`src/sv/aaa_pkg.sv`:
```
// Shared types, constants and the character map of the area-average text renderer.
// No dependencies; every other file of the block imports this package.
`default_nettype none
package aaa_pkg;

    localparam int unsigned MaxSrcWidth   = 1024;
    localparam int unsigned MaxSrcHeight  = 1024;
    localparam int unsigned MaxTextCols   = 256;
    localparam int unsigned CharCount     = 70;

    localparam int unsigned SrcW   = 11;
    localparam int unsigned TxtW   = 9;
    localparam int unsigned ColW   = 8;
    localparam int unsigned PosW   = 10;
    localparam int unsigned SumW   = 28;
    localparam int unsigned AreaW  = 21;
    localparam int unsigned AddrW  = 9;
    localparam int unsigned WgtW   = 20;

    localparam logic [7:0] CharNewline = 8'h0A;
    localparam logic [7:0] CharEnd     = 8'h00;

    typedef enum logic [1:0] {
        CFG_SRC_WIDTH  = 2'd0,
        CFG_SRC_HEIGHT = 2'd1,
        CFG_OUT_WIDTH  = 2'd2,
        CFG_OUT_HEIGHT = 2'd3
    } cfg_index_t;

    typedef enum logic [2:0] {
        B_CLEAR,
        B_IDLE,
        B_MUL,
        B_RD,
        B_WR,
        B_DIV,
        B_EMIT
    } back_state_t;

    // effective (clamped) frame geometry
    typedef struct packed {
        logic [SrcW-1:0] src_w;
        logic [SrcW-1:0] src_h;
        logic [TxtW-1:0] txt_w;
        logic [SrcW-1:0] txt_h;
    } geom_t;

    // one classified pixel
    typedef struct packed {
        logic [7:0]      pixel;
        logic            bank;
        logic [ColW-1:0] col;
        logic [TxtW-1:0] ox0;
        logic [TxtW-1:0] ox1;
        logic [SrcW-1:0] oy0;
        logic [SrcW-1:0] oy1;
        logic            char_en;
        logic            nl;
        logic            fe;
    } item_t;

    localparam logic [7:0] CharMap [CharCount] = '{
        8'h24, 8'h40, 8'h42, 8'h25, 8'h38, 8'h26, 8'h57, 8'h4D, 8'h23, 8'h2A,
        8'h6F, 8'h61, 8'h68, 8'h6B, 8'h62, 8'h64, 8'h70, 8'h71, 8'h77, 8'h6D,
        8'h5A, 8'h4F, 8'h30, 8'h51, 8'h4C, 8'h43, 8'h4A, 8'h55, 8'h59, 8'h58,
        8'h7A, 8'h63, 8'h76, 8'h75, 8'h6E, 8'h78, 8'h72, 8'h6A, 8'h66, 8'h74,
        8'h2F, 8'h5C, 8'h7C, 8'h28, 8'h29, 8'h31, 8'h7B, 8'h7D, 8'h5B, 8'h5D,
        8'h3F, 8'h2D, 8'h5F, 8'h2B, 8'h7E, 8'h3C, 8'h3E, 8'h69, 8'h21, 8'h6C,
        8'h49, 8'h3B, 8'h3A, 8'h2C, 8'h22, 8'h5E, 8'h60, 8'h27, 8'h2E, 8'h20
    };

    // map an 8-bit cell average to its character
    function automatic logic [7:0] char_of(input logic [7:0] avg);
        logic [14:0] prod;
        logic [6:0]  idx;
        prod = 15'(avg) * 15'(CharCount);
        idx  = prod[14:8];
        if (idx > 7'(CharCount - 1))
        begin
            idx = 7'(CharCount - 1);
        end
        return CharMap[idx];
    endfunction

endpackage
`default_nettype wire

```
`src/sv/aaa_queue.sv`:
```
// Two-entry queue of classified pixels between the front and back parts.
// Depends on aaa_pkg for item_t.
`default_nettype none
module aaa_queue
(
    input  wire logic           clk,
    input  wire logic           rst_n,
    input  wire logic           flush,
    input  wire logic           push,
    input  wire aaa_pkg::item_t push_item,
    input  wire logic           pop,
    output logic                full,
    output logic                not_empty,
    output aaa_pkg::item_t      head
);
    import aaa_pkg::*;

    item_t      slot_reg [2];
    logic       wr_ptr_reg, wr_ptr_next;
    logic       rd_ptr_reg, rd_ptr_next;
    logic [1:0] count_reg, count_next;

    assign full      = (count_reg == 2'd2);
    assign not_empty = (count_reg != 2'd0);
    assign head      = slot_reg[rd_ptr_reg];

    always_comb
    begin
        wr_ptr_next = wr_ptr_reg ^ push;
        rd_ptr_next = rd_ptr_reg ^ pop;
        count_next  = count_reg + 2'(push) - 2'(pop);
        if (flush)
        begin
            wr_ptr_next = 1'b0;
            rd_ptr_next = 1'b0;
            count_next  = 2'd0;
        end
    end

    always_ff @(posedge clk or negedge rst_n)
    begin
        if (!rst_n)
        begin
            wr_ptr_reg <= 1'b0;
            rd_ptr_reg <= 1'b0;
            count_reg  <= 2'd0;
        end
        else
        begin
            wr_ptr_reg <= wr_ptr_next;
            rd_ptr_reg <= rd_ptr_next;
            count_reg  <= count_next;
        end
    end

    always_ff @(posedge clk)
    begin
        if (push)
        begin
            slot_reg[wr_ptr_reg] <= push_item;
        end
    end

endmodule
`default_nettype wire

```
`config.mk`:
```
export PLATFORM = sky130hd
export DESIGN_NAME = aaa_queue
export DESIGN_NICKNAME = d
export VERILOG_FILES = /design/src/sv/aaa_pkg.sv /design/src/sv/aaa_queue.sv
export SDC_FILE = /design/constraint.sdc
export NUM_CORES = 1
export LEC_CHECK = 0
export BUFFER_PORTS_ARGS = -buffer_cell sky130_fd_sc_hd__buf_2
export CORE_MARGIN = 2
export CORE_UTILIZATION = 30
export CTS_BUF_LIST = sky130_fd_sc_hd__clkbuf_8 sky130_fd_sc_hd__clkbuf_16
export CTS_CLUSTER_SIZE = 40
export DETAILED_ROUTE_END_ITERATION = 8
export GPL_TIMING_DRIVEN = 0
export PLACE_DENSITY = 0.46
export SYNTH_ARGS = -nofsm -noshare
export SYNTH_HDL_FRONTEND = slang
export SYNTH_SLANG_ARGS = --single-unit
```
`constraint.sdc`:
```
create_clock -name clk -period 2.75 [get_ports clk]
set_input_delay 0.1375 -clock clk [delete_from_list [all_inputs] [get_ports clk]]
set_output_delay 0.1375 -clock clk [all_outputs]
set_load 0.01 [all_outputs]
```
==> results.yml <==
run_status:
  status: "complete, no violations"
global_route:
  grt_pass1_wl_mm: 14.0
  grt_usage_pct: 10.8
  grt_pass1_vias: 2772
  antenna_found_initial: 0
  grt_max_degree: 37
  grt_overflow: 0
worst_setup_path:
  start_kind: "register"
  cpPeakStageDelay_ns: 0.33
  crit_family: "buffers and inverters"
  cp.arrival_ns: 1.56
  reg2reg_slack_ns: 1.20
  cp-end-kind: "output port"
  cp.depth: 4
  crit_path_top_delay_cell: "dfrtp_1"
  cp_max_fo: 10
  crit_type: "reg -> out"
  required_ns: 2.61
  critPathBufInv: 3
  crit_chain: "buf_6 -> buf_12 -> mux2_4 -> buf_2"
  reg2regPathDepth: 3
yosys:
  synthCells: 206
  synth_top_family_by_area: "multiplexers"
  ys_seq_area_share_pct: 76.3
  syn_avg_cell_area_um2: 23.6
  synth_fa_ha_area_share_pct: 1.03
  synth_compound_area_share_pct: 0
  synthMuxAreaShare_pct: 18.5
  ys_ff_latch: 124
  synth_cell_type_count: 13
  syn_nets: 275
  syn_area_um2: 4850
  synthXorXnorAreaFrac_pct: 0.644
  synth-simple-area-share_pct: 0.619
  yosys_warnings: 0
cells_and_area:
  syn2layout_area_growth_pct: 44.8
  nets: 485
  final_layout_size_suffix_gt1_share_pct: 53.0
  diodes: 0
  largest_reg_flops: 120
  fill_cells: 1406
floorplan:
  ios: 127
  die_area_um2: 17200
  rows: 46
  die_w_um: 131
  initial_core_util_pct: 30.7
  coreArea_um2: 15800
  die_h_um: 131
route:
  wl_per_cell_um: 13.9
  drt_pass1_iterations: 4
  ant_nets: 0
  route.detailed.drc: 0
  drtIter0Drc: 115
  finalWirelength_mm: 8.92
  vias: 2570
  via_per_inst: 3.99
clock_tree:
  cts_tree: "done"
  cts_buffers: 17
  cts.sinks: 124
  insertion_delay_ns: 0.40
  cts_root_buffer: "clkbuf_16"
  h-tree-depth: 4
  cts_buffer_depth: 2
  clk_pin_slew_ns: 0.05
  ctsHoldBuffers: 63
  cts_resized: 0
  post_cts_buffers: 0
sta:
  worst_clock_skew_ns: 0.00322
  min_period_over_period_pct: 61.7
  max_freq_mhz: 589
  relSlewSlack_pct: 71.6
  drv_slew: 0
  hold_slack_ns: 0.0814
  finalHoldViolCount: 0
  rsz0062_at_grt: "no"
  setup_ws_ns: 1.05
  period_minus_slack_ns: 1.70
  setup_viol: 0
  worst_pin_slew_ns: 0.426
power:
  leakage_nw: 2.81
  p_per_area_nw_per_um2: 725
  ir_worst_vdd_mv: 0.375
place:
  routabilityCongestion: 0.687
  portBuffers: 126
  pre_cts_slack_ns: 1.17
  dp.final_hpwl_mm: 5.47
job:
  drv_cap: 0
hold_path:
  hold_path.class: "in -> async"
metal layers:
| layer | vias up | GRT usage, % | wire length [um] |
|---|---|---|---|
| li1 | 1237 | - | - |
| met1 | 1257 | 12.5 | 3870 |
| met2 | 68 | 18.1 | 4480 |
| met3 | 8 | 3.86 | 433 |
| met4 | 0 | 5.07 | 137 |
| met5 | - | 0 | 0 |
synthesized netlist by cell type (all sizes together):
| cell | n | area [um2] |
|---|---|---|
| or2 | 1 | 6.26 |
| buf | 7 | 131 |
| mux2 | 60 | 897 |
| inv | 3 | 11.3 |
| xnor2 | 1 | 8.76 |
| dfrtp | 4 | 100 |
| nor2 | 3 | 11.3 |
| nor2b | 2 | 12.5 |
| xnor3 | 1 | 22.5 |
| edfxtp | 120 | 3600 |
| ha | 4 | 50.1 |
area by class of cell:
cell class                 instances  area, um2  share of cell area, %
tap                              216        270                   3.84
timing repair buffer             191       1300                   18.5
multi-input combinational         72       1030                   14.7
inverter                           3       11.3                  0.160
buffer                             7        131                   1.87
sequential                       124       3700                   52.7
clock inverter                    14        154                   2.19
clock buffer                      17        425                   6.05
logic make-up (layout without fill, tap and decap cells):
family / Yosys count / count (layout)
DFF: 124 / 124
muxes: 60 / 60
buffers and inverters: 10 / 232
and+or+nand+nor: 6 / 6
adders and majority gates: 4 / 4
xor gates and xnor gates: 2 / 2
power breakdown:
part	internal (mW)	total (mW)	leakage (nW)	switching (mW)
logic	0.387	0.674	1.35	0.286
registers	2.21	2.24	1.18	0.0284
clock network	1.40	2.18	0.279	0.782
stage by stage:
stage / cells / total power, mW / cell area [um2] / TNS (ns) / util, %
6_report: 644 / 5.09 / 7030 / 0 / 44.4
5_1_grt: 644 / 5.31 / 7030 / 0 / 44.4
4_1_cts: 644 / 5.18 / 7030 / 0 / 44.4
3_5_place_dp: 550 / 2.89 / 5820 / 0 / 36.8
3_3_place_gp: 548 / 2.88 / 5760 / -63.62 / 36.4
2_1_floorplan: 206 / 2.66 / 4850 / 0 / -
path summary, 6_finish.rpt:
kind,from,endpoint
worst max-delay path,rd_ptr_reg,head[51]
worst min-delay path,rst_n,count_reg[0]
worst max register to register,wr_ptr_reg,slot_reg[0][30]
worst min register to register,count_reg[1],count_reg[1]
max in group asynchronous,rst_n,rd_ptr_reg
min in group clk,push,wr_ptr_reg
placed cells by master, fill, tap and decap left out:
cell           synthesis  layout
dfrtp_1                4       4
inv_1                  3       3
buf_2                  0     126
xnor3_1                1       1
or2_2                  1       1
clkinv_4               0       1
buf_12                 6       8
xnor2_1                1       1
mux2_2                 1       1
clkinv_2               0       5
clkbuf_16              0      17
nor2b_1                2       2
mux2_4                59      59
dlygate4sd3_1          0      63
ha_4                   0       2
nor2_1                 3       3
edfxtp_1             120     120
clkinvlp_4             0       3
ha_1                   4       2
buf_6                  1       1
clkinv_1               0       2
bufinv_16              0       3
worst register-to-register path: stages (launching register included):
cell,delay [ns]
dfrtp_1,0.40
inv_1,0.10
ha_4,0.41
buf_12,0.30
Note: power is estimated with default switching activity, not from simulation.
