[config.mk]
export PLATFORM = sky130hd
export DESIGN_NAME = aaa_front
export DESIGN_NICKNAME = d
export VERILOG_FILES = /design/src/sv/aaa_pkg.sv /design/src/sv/aaa_front.sv
export SDC_FILE = /design/constraint.sdc
export NUM_CORES = 1
export LEC_CHECK = 0
export ABC_AREA = 1
export BUFFER_PORTS_ARGS = -buffer_cell sky130_fd_sc_hd__buf_2
export CAP_MARGIN = 20
export CORE_ASPECT_RATIO = 0.8
export CORE_MARGIN = 3
export CORE_UTILIZATION = 50
export CTS_BUF_LIST = sky130_fd_sc_hd__clkbuf_16
export CTS_CLUSTER_SIZE = 8
export DETAILED_ROUTE_END_ITERATION = 7
export GPL_TIMING_DRIVEN = 0
export PLACE_DENSITY = 0.75
export RECOVER_POWER = 25
export SYNTH_ARGS = -nofsm -noshare
export SYNTH_HDL_FRONTEND = slang
export SYNTH_SLANG_ARGS = --single-unit
export TNS_END_PERCENT = 50
[constraint.sdc]
create_clock -name clk -period 5.4 [get_ports clk]
set_input_delay 0.54 -clock clk [delete_from_list [all_inputs] [get_ports clk]]
set_output_delay 0.54 -clock clk [all_outputs]
set_load 0.01 [all_outputs]
[src/sv/aaa_pkg.sv]
// Shared types, constants and the character map of the area-average text renderer.
// No dependencies; every other file of the block imports this package.
`default_nettype none
package aaa_pkg;

    localparam int unsigned MaxSrcWidth   = 1024;
    localparam int unsigned MaxSrcHeight  = 1024;
    localparam int unsigned MaxTextCols   = 256;
    localparam int unsigned CharCount     = 70;

    localparam int unsigned SrcW   = 11;
    localparam int unsigned TxtW   = 9;
    localparam int unsigned ColW   = 8;
    localparam int unsigned PosW   = 10;
    localparam int unsigned SumW   = 28;
    localparam int unsigned AreaW  = 21;
    localparam int unsigned AddrW  = 9;
    localparam int unsigned WgtW   = 20;

    localparam logic [7:0] CharNewline = 8'h0A;
    localparam logic [7:0] CharEnd     = 8'h00;

    typedef enum logic [1:0] {
        CFG_SRC_WIDTH  = 2'd0,
        CFG_SRC_HEIGHT = 2'd1,
        CFG_OUT_WIDTH  = 2'd2,
        CFG_OUT_HEIGHT = 2'd3
    } cfg_index_t;

    typedef enum logic [2:0] {
        B_CLEAR,
        B_IDLE,
        B_MUL,
        B_RD,
        B_WR,
        B_DIV,
        B_EMIT
    } back_state_t;

    // effective (clamped) frame geometry
    typedef struct packed {
        logic [SrcW-1:0] src_w;
        logic [SrcW-1:0] src_h;
        logic [TxtW-1:0] txt_w;
        logic [SrcW-1:0] txt_h;
    } geom_t;

    // one classified pixel
    typedef struct packed {
        logic [7:0]      pixel;
        logic            bank;
        logic [ColW-1:0] col;
        logic [TxtW-1:0] ox0;
        logic [TxtW-1:0] ox1;
        logic [SrcW-1:0] oy0;
        logic [SrcW-1:0] oy1;
        logic            char_en;
        logic            nl;
        logic            fe;
    } item_t;

    localparam logic [7:0] CharMap [CharCount] = '{
        8'h24, 8'h40, 8'h42, 8'h25, 8'h38, 8'h26, 8'h57, 8'h4D, 8'h23, 8'h2A,
        8'h6F, 8'h61, 8'h68, 8'h6B, 8'h62, 8'h64, 8'h70, 8'h71, 8'h77, 8'h6D,
        8'h5A, 8'h4F, 8'h30, 8'h51, 8'h4C, 8'h43, 8'h4A, 8'h55, 8'h59, 8'h58,
        8'h7A, 8'h63, 8'h76, 8'h75, 8'h6E, 8'h78, 8'h72, 8'h6A, 8'h66, 8'h74,
        8'h2F, 8'h5C, 8'h7C, 8'h28, 8'h29, 8'h31, 8'h7B, 8'h7D, 8'h5B, 8'h5D,
        8'h3F, 8'h2D, 8'h5F, 8'h2B, 8'h7E, 8'h3C, 8'h3E, 8'h69, 8'h21, 8'h6C,
        8'h49, 8'h3B, 8'h3A, 8'h2C, 8'h22, 8'h5E, 8'h60, 8'h27, 8'h2E, 8'h20
    };

    // map an 8-bit cell average to its character
    function automatic logic [7:0] char_of(input logic [7:0] avg);
        logic [14:0] prod;
        logic [6:0]  idx;
        prod = 15'(avg) * 15'(CharCount);
        idx  = prod[14:8];
        if (idx > 7'(CharCount - 1))
        begin
            idx = 7'(CharCount - 1);
        end
        return CharMap[idx];
    endfunction

endpackage
`default_nettype wire

[src/sv/aaa_front.sv]
// Front part: takes pixels, tracks source position and cell overlaps by stepping remainders.
// Depends on aaa_pkg for geom_t and item_t.
`default_nettype none
module aaa_front
(
    input  wire logic            clk,
    input  wire logic            rst_n,
    input  wire logic            restart,
    input  wire aaa_pkg::geom_t  geom,
    input  wire logic            take,
    input  wire logic [7:0]      pixel,
    output aaa_pkg::item_t       item
);
    import aaa_pkg::*;

    logic [PosW-1:0] x_reg, x_next;
    logic [PosW-1:0] y_reg, y_next;
    logic [SrcW-1:0] rx_reg, rx_next;
    logic [SrcW-1:0] ry_reg, ry_next;
    logic [ColW-1:0] c0_reg, c0_next;
    logic            bank_reg, bank_next;

    logic [SrcW-1:0] w_ext;
    logic [SrcW-1:0] x_left;
    logic [SrcW-1:0] y_left;
    logic [SrcW-1:0] rx_sum;
    logic [SrcW-1:0] ry_sum;
    logic            last_col;
    logic            last_row;
    logic            col_end;
    logic            row_end;

    always_comb
    begin
        w_ext    = SrcW'(geom.txt_w);
        x_left   = geom.src_w - rx_reg;
        y_left   = geom.src_h - ry_reg;
        rx_sum   = rx_reg + w_ext;
        ry_sum   = ry_reg + geom.txt_h;
        col_end  = (rx_sum >= geom.src_w);
        row_end  = (ry_sum >= geom.src_h);
        last_col = ({1'b0, x_reg} == geom.src_w - 11'd1);
        last_row = ({1'b0, y_reg} == geom.src_h - 11'd1);

        item.pixel   = pixel;
        item.bank    = bank_reg;
        item.col     = c0_reg;
        item.ox0     = (w_ext < x_left) ? geom.txt_w : x_left[TxtW-1:0];
        item.ox1     = geom.txt_w - item.ox0;
        item.oy0     = (geom.txt_h < y_left) ? geom.txt_h : y_left;
        item.oy1     = geom.txt_h - item.oy0;
        item.char_en = row_end && col_end;
        item.nl      = row_end && last_col;
        item.fe      = last_row && last_col;

        x_next    = x_reg;
        y_next    = y_reg;
        rx_next   = rx_reg;
        ry_next   = ry_reg;
        c0_next   = c0_reg;
        bank_next = bank_reg;
        if (take)
        begin
            if (last_col)
            begin
                // wrap to the next source row
                x_next  = '0;
                rx_next = '0;
                c0_next = '0;
                y_next  = y_reg + 10'd1;
                ry_next = row_end ? (ry_sum - geom.src_h) : ry_sum;
                if (row_end)
                begin
                    bank_next = ~bank_reg;
                end
                if (last_row)
                begin
                    y_next    = '0;
                    ry_next   = '0;
                    bank_next = 1'b0;
                end
            end
            else
            begin
                x_next  = x_reg + 10'd1;
                rx_next = col_end ? (rx_sum - geom.src_w) : rx_sum;
                c0_next = col_end ? (c0_reg + 8'd1) : c0_reg;
            end
        end
        if (restart)
        begin
            x_next    = '0;
            y_next    = '0;
            rx_next   = '0;
            ry_next   = '0;
            c0_next   = '0;
            bank_next = 1'b0;
        end
    end

    always_ff @(posedge clk or negedge rst_n)
    begin
        if (!rst_n)
        begin
            x_reg    <= '0;
            y_reg    <= '0;
            rx_reg   <= '0;
            ry_reg   <= '0;
            c0_reg   <= '0;
            bank_reg <= 1'b0;
        end
        else
        begin
            x_reg    <= x_next;
            y_reg    <= y_next;
            rx_reg   <= rx_next;
            ry_reg   <= ry_next;
            c0_reg   <= c0_next;
            bank_reg <= bank_next;
        end
    end

endmodule
`default_nettype wire

==> impl_metrics.ini, run 1 <==
[logic_synthesis]
yosys_warnings = 0
synth_top_cell_by_area = dfrtp_1
synth_edf_count = 0
post_synth.cell_area_avg_um2 = 6.88
ys_ff_latch = 51
synthCells = 1072
yosysSeqAreaShare_pct = 17.3
synthArstFlopShare_pct = 100
synth_area_um2 = 7370
synth_area_leaders = dfrtp_1 (17%), ha_1 (16%), inv_1 (9.6%), nand2_1 (9.5%), xor2_1 (9.0%)
synth_nets = 1229
yosysTopAreaCellShare_pct = 17.3
ys_types = 50
synth_ff_type = dfrtp_1

[timing]
hold_viol_final = 0
finalCriticalPeriod_ns = 5.28
skew_ns = 0.00390
min_period_over_period_pct = 97.8
fmax_mhz = 189
rsz0062_at_grt = yes
tightest_slew_ns = 2.03
slew_violations = 39
max_slew_margin_pct = -35.5
fin_setup_tns_ns = 0
setup_violations = 0

[pwr]
peakVddDrop_mv = 0.711
combinationalPowerShare_pct = 84.8
power_density_nw_per_um2 = 637
swShare_pct = 53.9
seqPwrFrac_pct = 9.6
p_total_mw = 5.49
switchingPower_mw = 2.96
clkPwrFrac_pct = 5.7
p_int_mw = 2.53
power_leakage_nw = 4.57

[critical_path]
r2r_setup_slack_ns = 1.01
r2r_cells = 25
endpoint_kind = output pin
crit_fanout = 5
cp.arrival_ns = 4.74
critPathMaxStageDelay_ns = 0.41
critPathLaunchType = flop
required_ns = 4.86
rr_startpoint = rx_reg[0]$_DFFE_PN0P_
timing.rr.end = rx_reg[2]$_DFFE_PN0P_
path_class = reg2out
slowest_stage = dfrtp_2

[global_route]
grt_pass1_wl_um = 30300
grt_pass1_vias = 6602
antenna_found_initial = 0
grt_max_degree = 39
gr-total-overflow = 0
gr-usage-all-layers_pct = 22.3

[clock_tree]
path_clk_slew_ns = 0.07
cts_tree = done
cts_made_buffers = 5
clock_latency_ns = 0.29
cts-hold-fix-buffers = 0
cts_root_buffer = clkbuf_16
cts.sinks = 51
clk_path_buf_depth = 2
cts_htree_levels = 2

[run_status]
status = complete, but fails checks
violations = capacitance limit, slew limit

[layout]
fill_cells = 1370
area_growth_pct = 17.1
stdcell_count = 1385
fin_util_pct = 60.1
layout.nets = 1357
drive_gt1_share_pct = 20.0
regArea_um2 = 1280
multi_input_area_um2 = 5440
num_antenna_cells = 0
finalInstanceArea_um2 = 8630

[job]
cap_violations = 1

[placement]
dpl.hpwl_um = 15100
place_area_um2 = 8150
gp_congestion = 0.932
port_buffers = 105
dpl.cell_count = 1362

[routing]
viasPerCell = 5.16
totalWireLength_um = 18200
drcViolationCount = 0
ant_nets = 0
num_vias = 7150
routedWlPerCell_um = 13.2
drtIter0Drc = 389
dr.pass1.iters = 5

[die]
fp-row-count = 39
coreArea_um2 = 14300
start_util_pct = 51.4
die_h_um = 115
io_pins = 114
dieWidth_um = 142
dieArea_um2 = 16200

[min_path]
hp-class = in2async
-- power by group through the flow --
stage	Clock [mW]	Combinational (mW)	Sequential (mW)
2_1_floorplan	0	3.29	0.518
3_3_place_gp	0	4.23	0.526
3_5_place_dp	0	4.31	0.530
4_1_cts	0.312	4.40	0.523
5_1_grt	0.329	5.31	0.538
6_report	0.311	4.66	0.526
-- placed cells by master (no fill, tap or decap), types with 7 or more instances in the layout --
cell type / count
o22ai_1: 9
nor3_1: 17
o21ai_0: 71
a21oi_1: 77
o21ai_2: 7
ha_1: 90
nand3_2: 12
nand2_2: 21
nand3_1: 45
nor2_1: 63
a21oi_2: 11
xnor2_1: 35
buf_2: 109
nand2_1: 179
xor2_1: 76
inv_1: 184
nand4_1: 14
dfrtp_1: 50
inv_2: 8
buf_4: 26
-- routing by layer --
metal | share of wire [%] | wire (um) | global-route usage [%]
met4 | 1.1 | 206 | 3.96
met2 | 43 | 7760 | 35.4
met5 | 0 | 0 | 0
met1 | 49 | 9000 | 32.9
met3 | 7.0 | 1280 | 2.71
-- worst max-delay path: cells and delay by family, from the launching register on --
family,cells,cell delay [ns]
and+or+nand+nor,11,0.87
DFF,1,0.41
AOI/OAI and AO/OA,6,0.82
xor gates and xnor gates,2,0.31
buffers and inverters,7,0.60
adders and majority gates,5,1.44
-- what timing repair did --
item,CTS,global route
endpoints found under the setup margin,10,12
gates resized for setup,24,51
pin swaps,5,30
setup buffers,3,13
-- synthesized netlist by cell type (2+ instances only) --
library cell,n
nand2_1,187
nor3_1,17
o21bai_1,2
nor4_1,4
inv_1,189
nor2_1,64
nand3_1,48
o21ai_1,4
nor2_4,3
inv_2,6
nand2_2,15
a21o_1,3
o22ai_1,9
clkbuf_1,6
nand2_4,2
o31ai_1,7
buf_4,10
dfrtp_1,51
buf_2,6
nand3_2,9
fa_1,8
nand4_1,14
a21oi_1,86
nand3b_1,3
or2_2,3
ha_1,95
o21ai_0,79
a22o_1,2
a31oi_1,2
a21oi_2,3
o211ai_1,3
xor2_1,76
xnor2_1,35
nor2_2,5
-- cell type report --
cell class	instances	share of cell area [%]
repair buffers	122	7.58
flip-flops and latches	51	14.8
multi-input cells	803	63.0
inverters	195	8.60
clock inverters	3	0.174
well taps	184	2.67
plain buffers	22	1.70
clock buffers	5	1.45
-- worst max path at each step --
stage / from / endpoint / cells past startpoint
floorplan: geom[31] / item[33] / 31
global placement: geom[31] / item[33] / 33
detailed placement: geom[31] / item[33] / 33
CTS: geom[31] / item[33] / 33
global route: rx_reg[1]$_DFFE_PN0P_ / item[33] / 33
finish: rx_reg[0]$_DFFE_PN0P_ / item[33] / 31
-- logic make-up (layout without fill, tap and decap cells) --
| kind of cell | Yosys count | in the layout | synth area share [%] |
|---|---|---|---|
| fa+ha+maj | 103 | 103 | 18.3 |
| buf+inv | 218 | 347 | 11.8 |
| simple gates | 379 | 379 | 23.6 |
| compound gates | 209 | 209 | 15.6 |
| xor+xnor | 111 | 111 | 13.2 |
| flops | 51 | 51 | 17.3 |
| mux | 1 | 1 | 0.136 |
-- metrics by stage --
step / setup slack (ns) / hold slack (ns)
floorplan: 0.0412 / 0.244
detailed placement: -0.671 / 0.467
finish: 0.117 / 0.293
CTS: 0.0145 / 0.160
global placement: -0.618 / 0.526
global route: -0.298 / 0.344
(Power assumes the default switching activity.)
==> inputs of run 2 (changes only) <==
- ABC_AREA: 1 -> not set
- PLACE_DENSITY: 0.75 -> 0.76
==> run 2 against run 1 <==
- the run ends with capacitance limit, slew limit, setup timing left
- routed wire length increased by 6.8%
- sequential cell count stayed put
- hold slack better by 0.25 ns
- combinational power up 20%
- cell area rose by 5.1%
- sequential share of layout area fell by 0.72 points
- critical path depth shrank 1
- critical endpoint is now item[12]
==> impl_metrics.ini, run 2 <==
[run_status]
status = complete, but fails checks
violations = capacitance limit, slew limit, setup timing

[logic_synthesis]
synthArstFlopShare_pct = 100
yosys.area_share.simple_pct = 17.3
synth_adder_area_share_pct = 18.7
synth_nets = 1088
synth_ff_type = dfrtp_1
synthXorXnorAreaFrac_pct = 12.7
synth_compound_area_share_pct = 23.1
synth_top_cell_by_area = dfrtp_1
yosysSeqAreaShare_pct = 17.6
synthMuxAreaShare_pct = 3.26
yosys-top-cells-count = inv_1 (103), ha_1 (95), nor2_1 (85)
synthCells = 931
yosysMostFrequentCell = inv_1
synth_area_um2 = 7250
synth_area_leaders = dfrtp_1 (18%), ha_1 (16%), xnor2_1 (8.2%), inv_1 (5.3%), a21oi_1 (4.5%)
post_synth.cell_area_avg_um2 = 7.79
ys_ff_latch = 51
yosys_warnings = 0
synth_edf_count = 0
yosysTopAreaCellShare_pct = 17.6
ys_types = 70
synth_top_family_by_area = compound AO/OA/AOI/OAI gates

[global_route]
gr-usage-all-layers_pct = 23.8
gr-total-overflow = 0
antenna_found_initial = 0
grt_pass1_wl_um = 31800
grt_max_degree = 32
grt_pass1_vias = 6690

[layout]
most-common-layout-cells = buf_2 (102), inv_1 (95), ha_1 (86), nor2_1 (81), xnor2_1 (63)
layout_commonest_cell = buf_2
stdcell_count = 1265
drive_gt1_share_pct = 24.3
area_growth_pct = 25.0
layout.nets = 1241
num_antenna_cells = 0
fin_util_pct = 65.3

[placement]
gp_congestion = 0.864
port_buffers = 103
dpl.cell_count = 1215
dpl.hpwl_um = 15100

[clock_tree]
clk_path_buf_depth = 2
cts_tree = done
clock_latency_ns = 0.29
cts_htree_levels = 2
path_clk_slew_ns = 0.07
cts-hold-fix-buffers = 0
cts_root_buffer = clkbuf_16
cts_made_buffers = 5
cts.sinks = 51

[timing]
fmax_mhz = 154
skew_ns = 0.00637
tightest_slew_ns = 1.77
max_slew_margin_pct = -18.1
fin_setup_tns_ns = -9.27
rsz0062_at_grt = yes
min_period_over_period_pct = 120
setup_violations = 15
finalCriticalPeriod_ns = 6.50
fin_ws_ns = -1.10
hold_viol_final = 0
slew_violations = 32

[critical_path]
crit_family = compound AO/OA/AOI/OAI gates
endpoint_kind = output pin
timing.rr.end = rx_reg[3]$_DFFE_PN0P_
rr_startpoint = rx_reg[1]$_DFFE_PN0P_
critPathMaxStageDelay_ns = 0.43
critPathLaunchType = flop
cp.arrival_ns = 5.96
r2r_setup_slack_ns = 0.75
slowest_stage = a2111o_1
required_ns = 4.86
critPathBufInv = 7
crit_fanout = 4
path_class = reg2out
r2r_cells = 20

[routing]
num_vias = 6991
viasPerCell = 5.53
drcViolationCount = 0
drtIter0Drc = 404
routedWlPerCell_um = 15.4
ant_nets = 0
totalWireLength_um = 19500
dr.pass1.iters = 5

[min_path]
holdPathEnd = y_reg[4]$_DFFE_PN0P_
hold_depth = 1
min_from = y_reg[4]$_DFFE_PN0P_
hp-class = reg2reg

[pwr]
power_density_nw_per_um2 = 706
combinationalPowerShare_pct = 86.9
p_total_mw = 6.41
peakVddDrop_mv = 0.746
seqPwrFrac_pct = 8.1
swShare_pct = 48.8
clkPwrFrac_pct = 5.0
p_int_mw = 3.28
power_leakage_nw = 4.37
switchingPower_mw = 3.13

[job]
cap_violations = 1

[die]
dieArea_um2 = 16000
dieWidth_um = 141
coreArea_um2 = 13900
fp-row-count = 38
io_pins = 114
start_util_pct = 52.3
die_h_um = 114
run 2: cell types whose count changed in the layout (fill, tap and decap cells not counted), sizes merged, moves of 16 or more:
cell and change:
a21o +21, a21oi -24, buf +21, inv -91, mux2i +17, nand2 -144
nand3 -33, nor2b +16, o21ai -29, xnor2 +33, xor2 -39
run 2: area by class of cell:
type | instances | area [um2]
inverters | 103 | 404
clock buffers | 5 | 125
flip-flops and latches | 51 | 1280
clock inverters | 3 | 16.3
fillers | 1178 | 4810
well taps | 180 | 225
multi-input cells | 749 | 5920
repair buffers | 147 | 871
plain buffers | 27 | 225
run 2: worst max-delay path by stage:
stage,start,endpoint,depth (start not counted)
after global routing,ry_reg[0]$_DFFE_PN0P_,item[11],30
after detailed placement,geom[20],item[13],31
final,ry_reg[0]$_DFFE_PN0P_,item[12],30
after global placement,geom[20],item[13],31
after floorplan,geom[20],item[13],29
after CTS,ry_reg[0]$_DFFE_PN0P_,item[13],30
run 2: logic make-up (layout without fill, tap and decap cells):
| logic type | count (synthesis) | count (layout) |
|---|---|---|
| compound gates | 255 | 255 |
| buf+inv | 131 | 285 |
| xor+xnor | 105 | 105 |
| fa+ha+maj | 104 | 104 |
| simple gates | 262 | 262 |
| mux | 23 | 23 |
| flops | 51 | 51 |
run 2: power groups by stage:
stage / clock network (mW) / logic [mW] / registers, mW
6_report: 0.320 / 5.57 / 0.518
5_1_grt: 0.340 / 6.10 / 0.530
4_1_cts: 0.323 / 5.26 / 0.517
3_5_place_dp: 0 / 4.61 / 0.528
3_3_place_gp: 0 / 4.51 / 0.523
2_1_floorplan: 0 / 3.56 / 0.515
run 2: metal layers:
metal	GRT usage, %	share of wire, %	vias to the layer above
li1	-	-	3585
met1	35.8	50	3214
met2	37.7	43	181
met3	2.93	5.6	11
met4	3.23	0.76	0
met5	0	0	-
run 2: repair_timing:
item,in CTS,in global routing
gates cloned,0,0
buffers inserted,34,9
gates resized for setup,62,25
setup endpoints to repair,23,19
pin swaps,67,24
run 2: stage by stage:
step	hold slack, ns	cell area (um2)	worst slack [ns]
4_1_cts	0.344	8910	-1.19
2_1_floorplan	0.244	7490	-0.962
5_1_grt	0.573	9070	-1.40
3_5_place_dp	0.534	8260	-1.85
6_report	0.545	9070	-1.10
3_3_place_gp	0.531	8230	-1.69
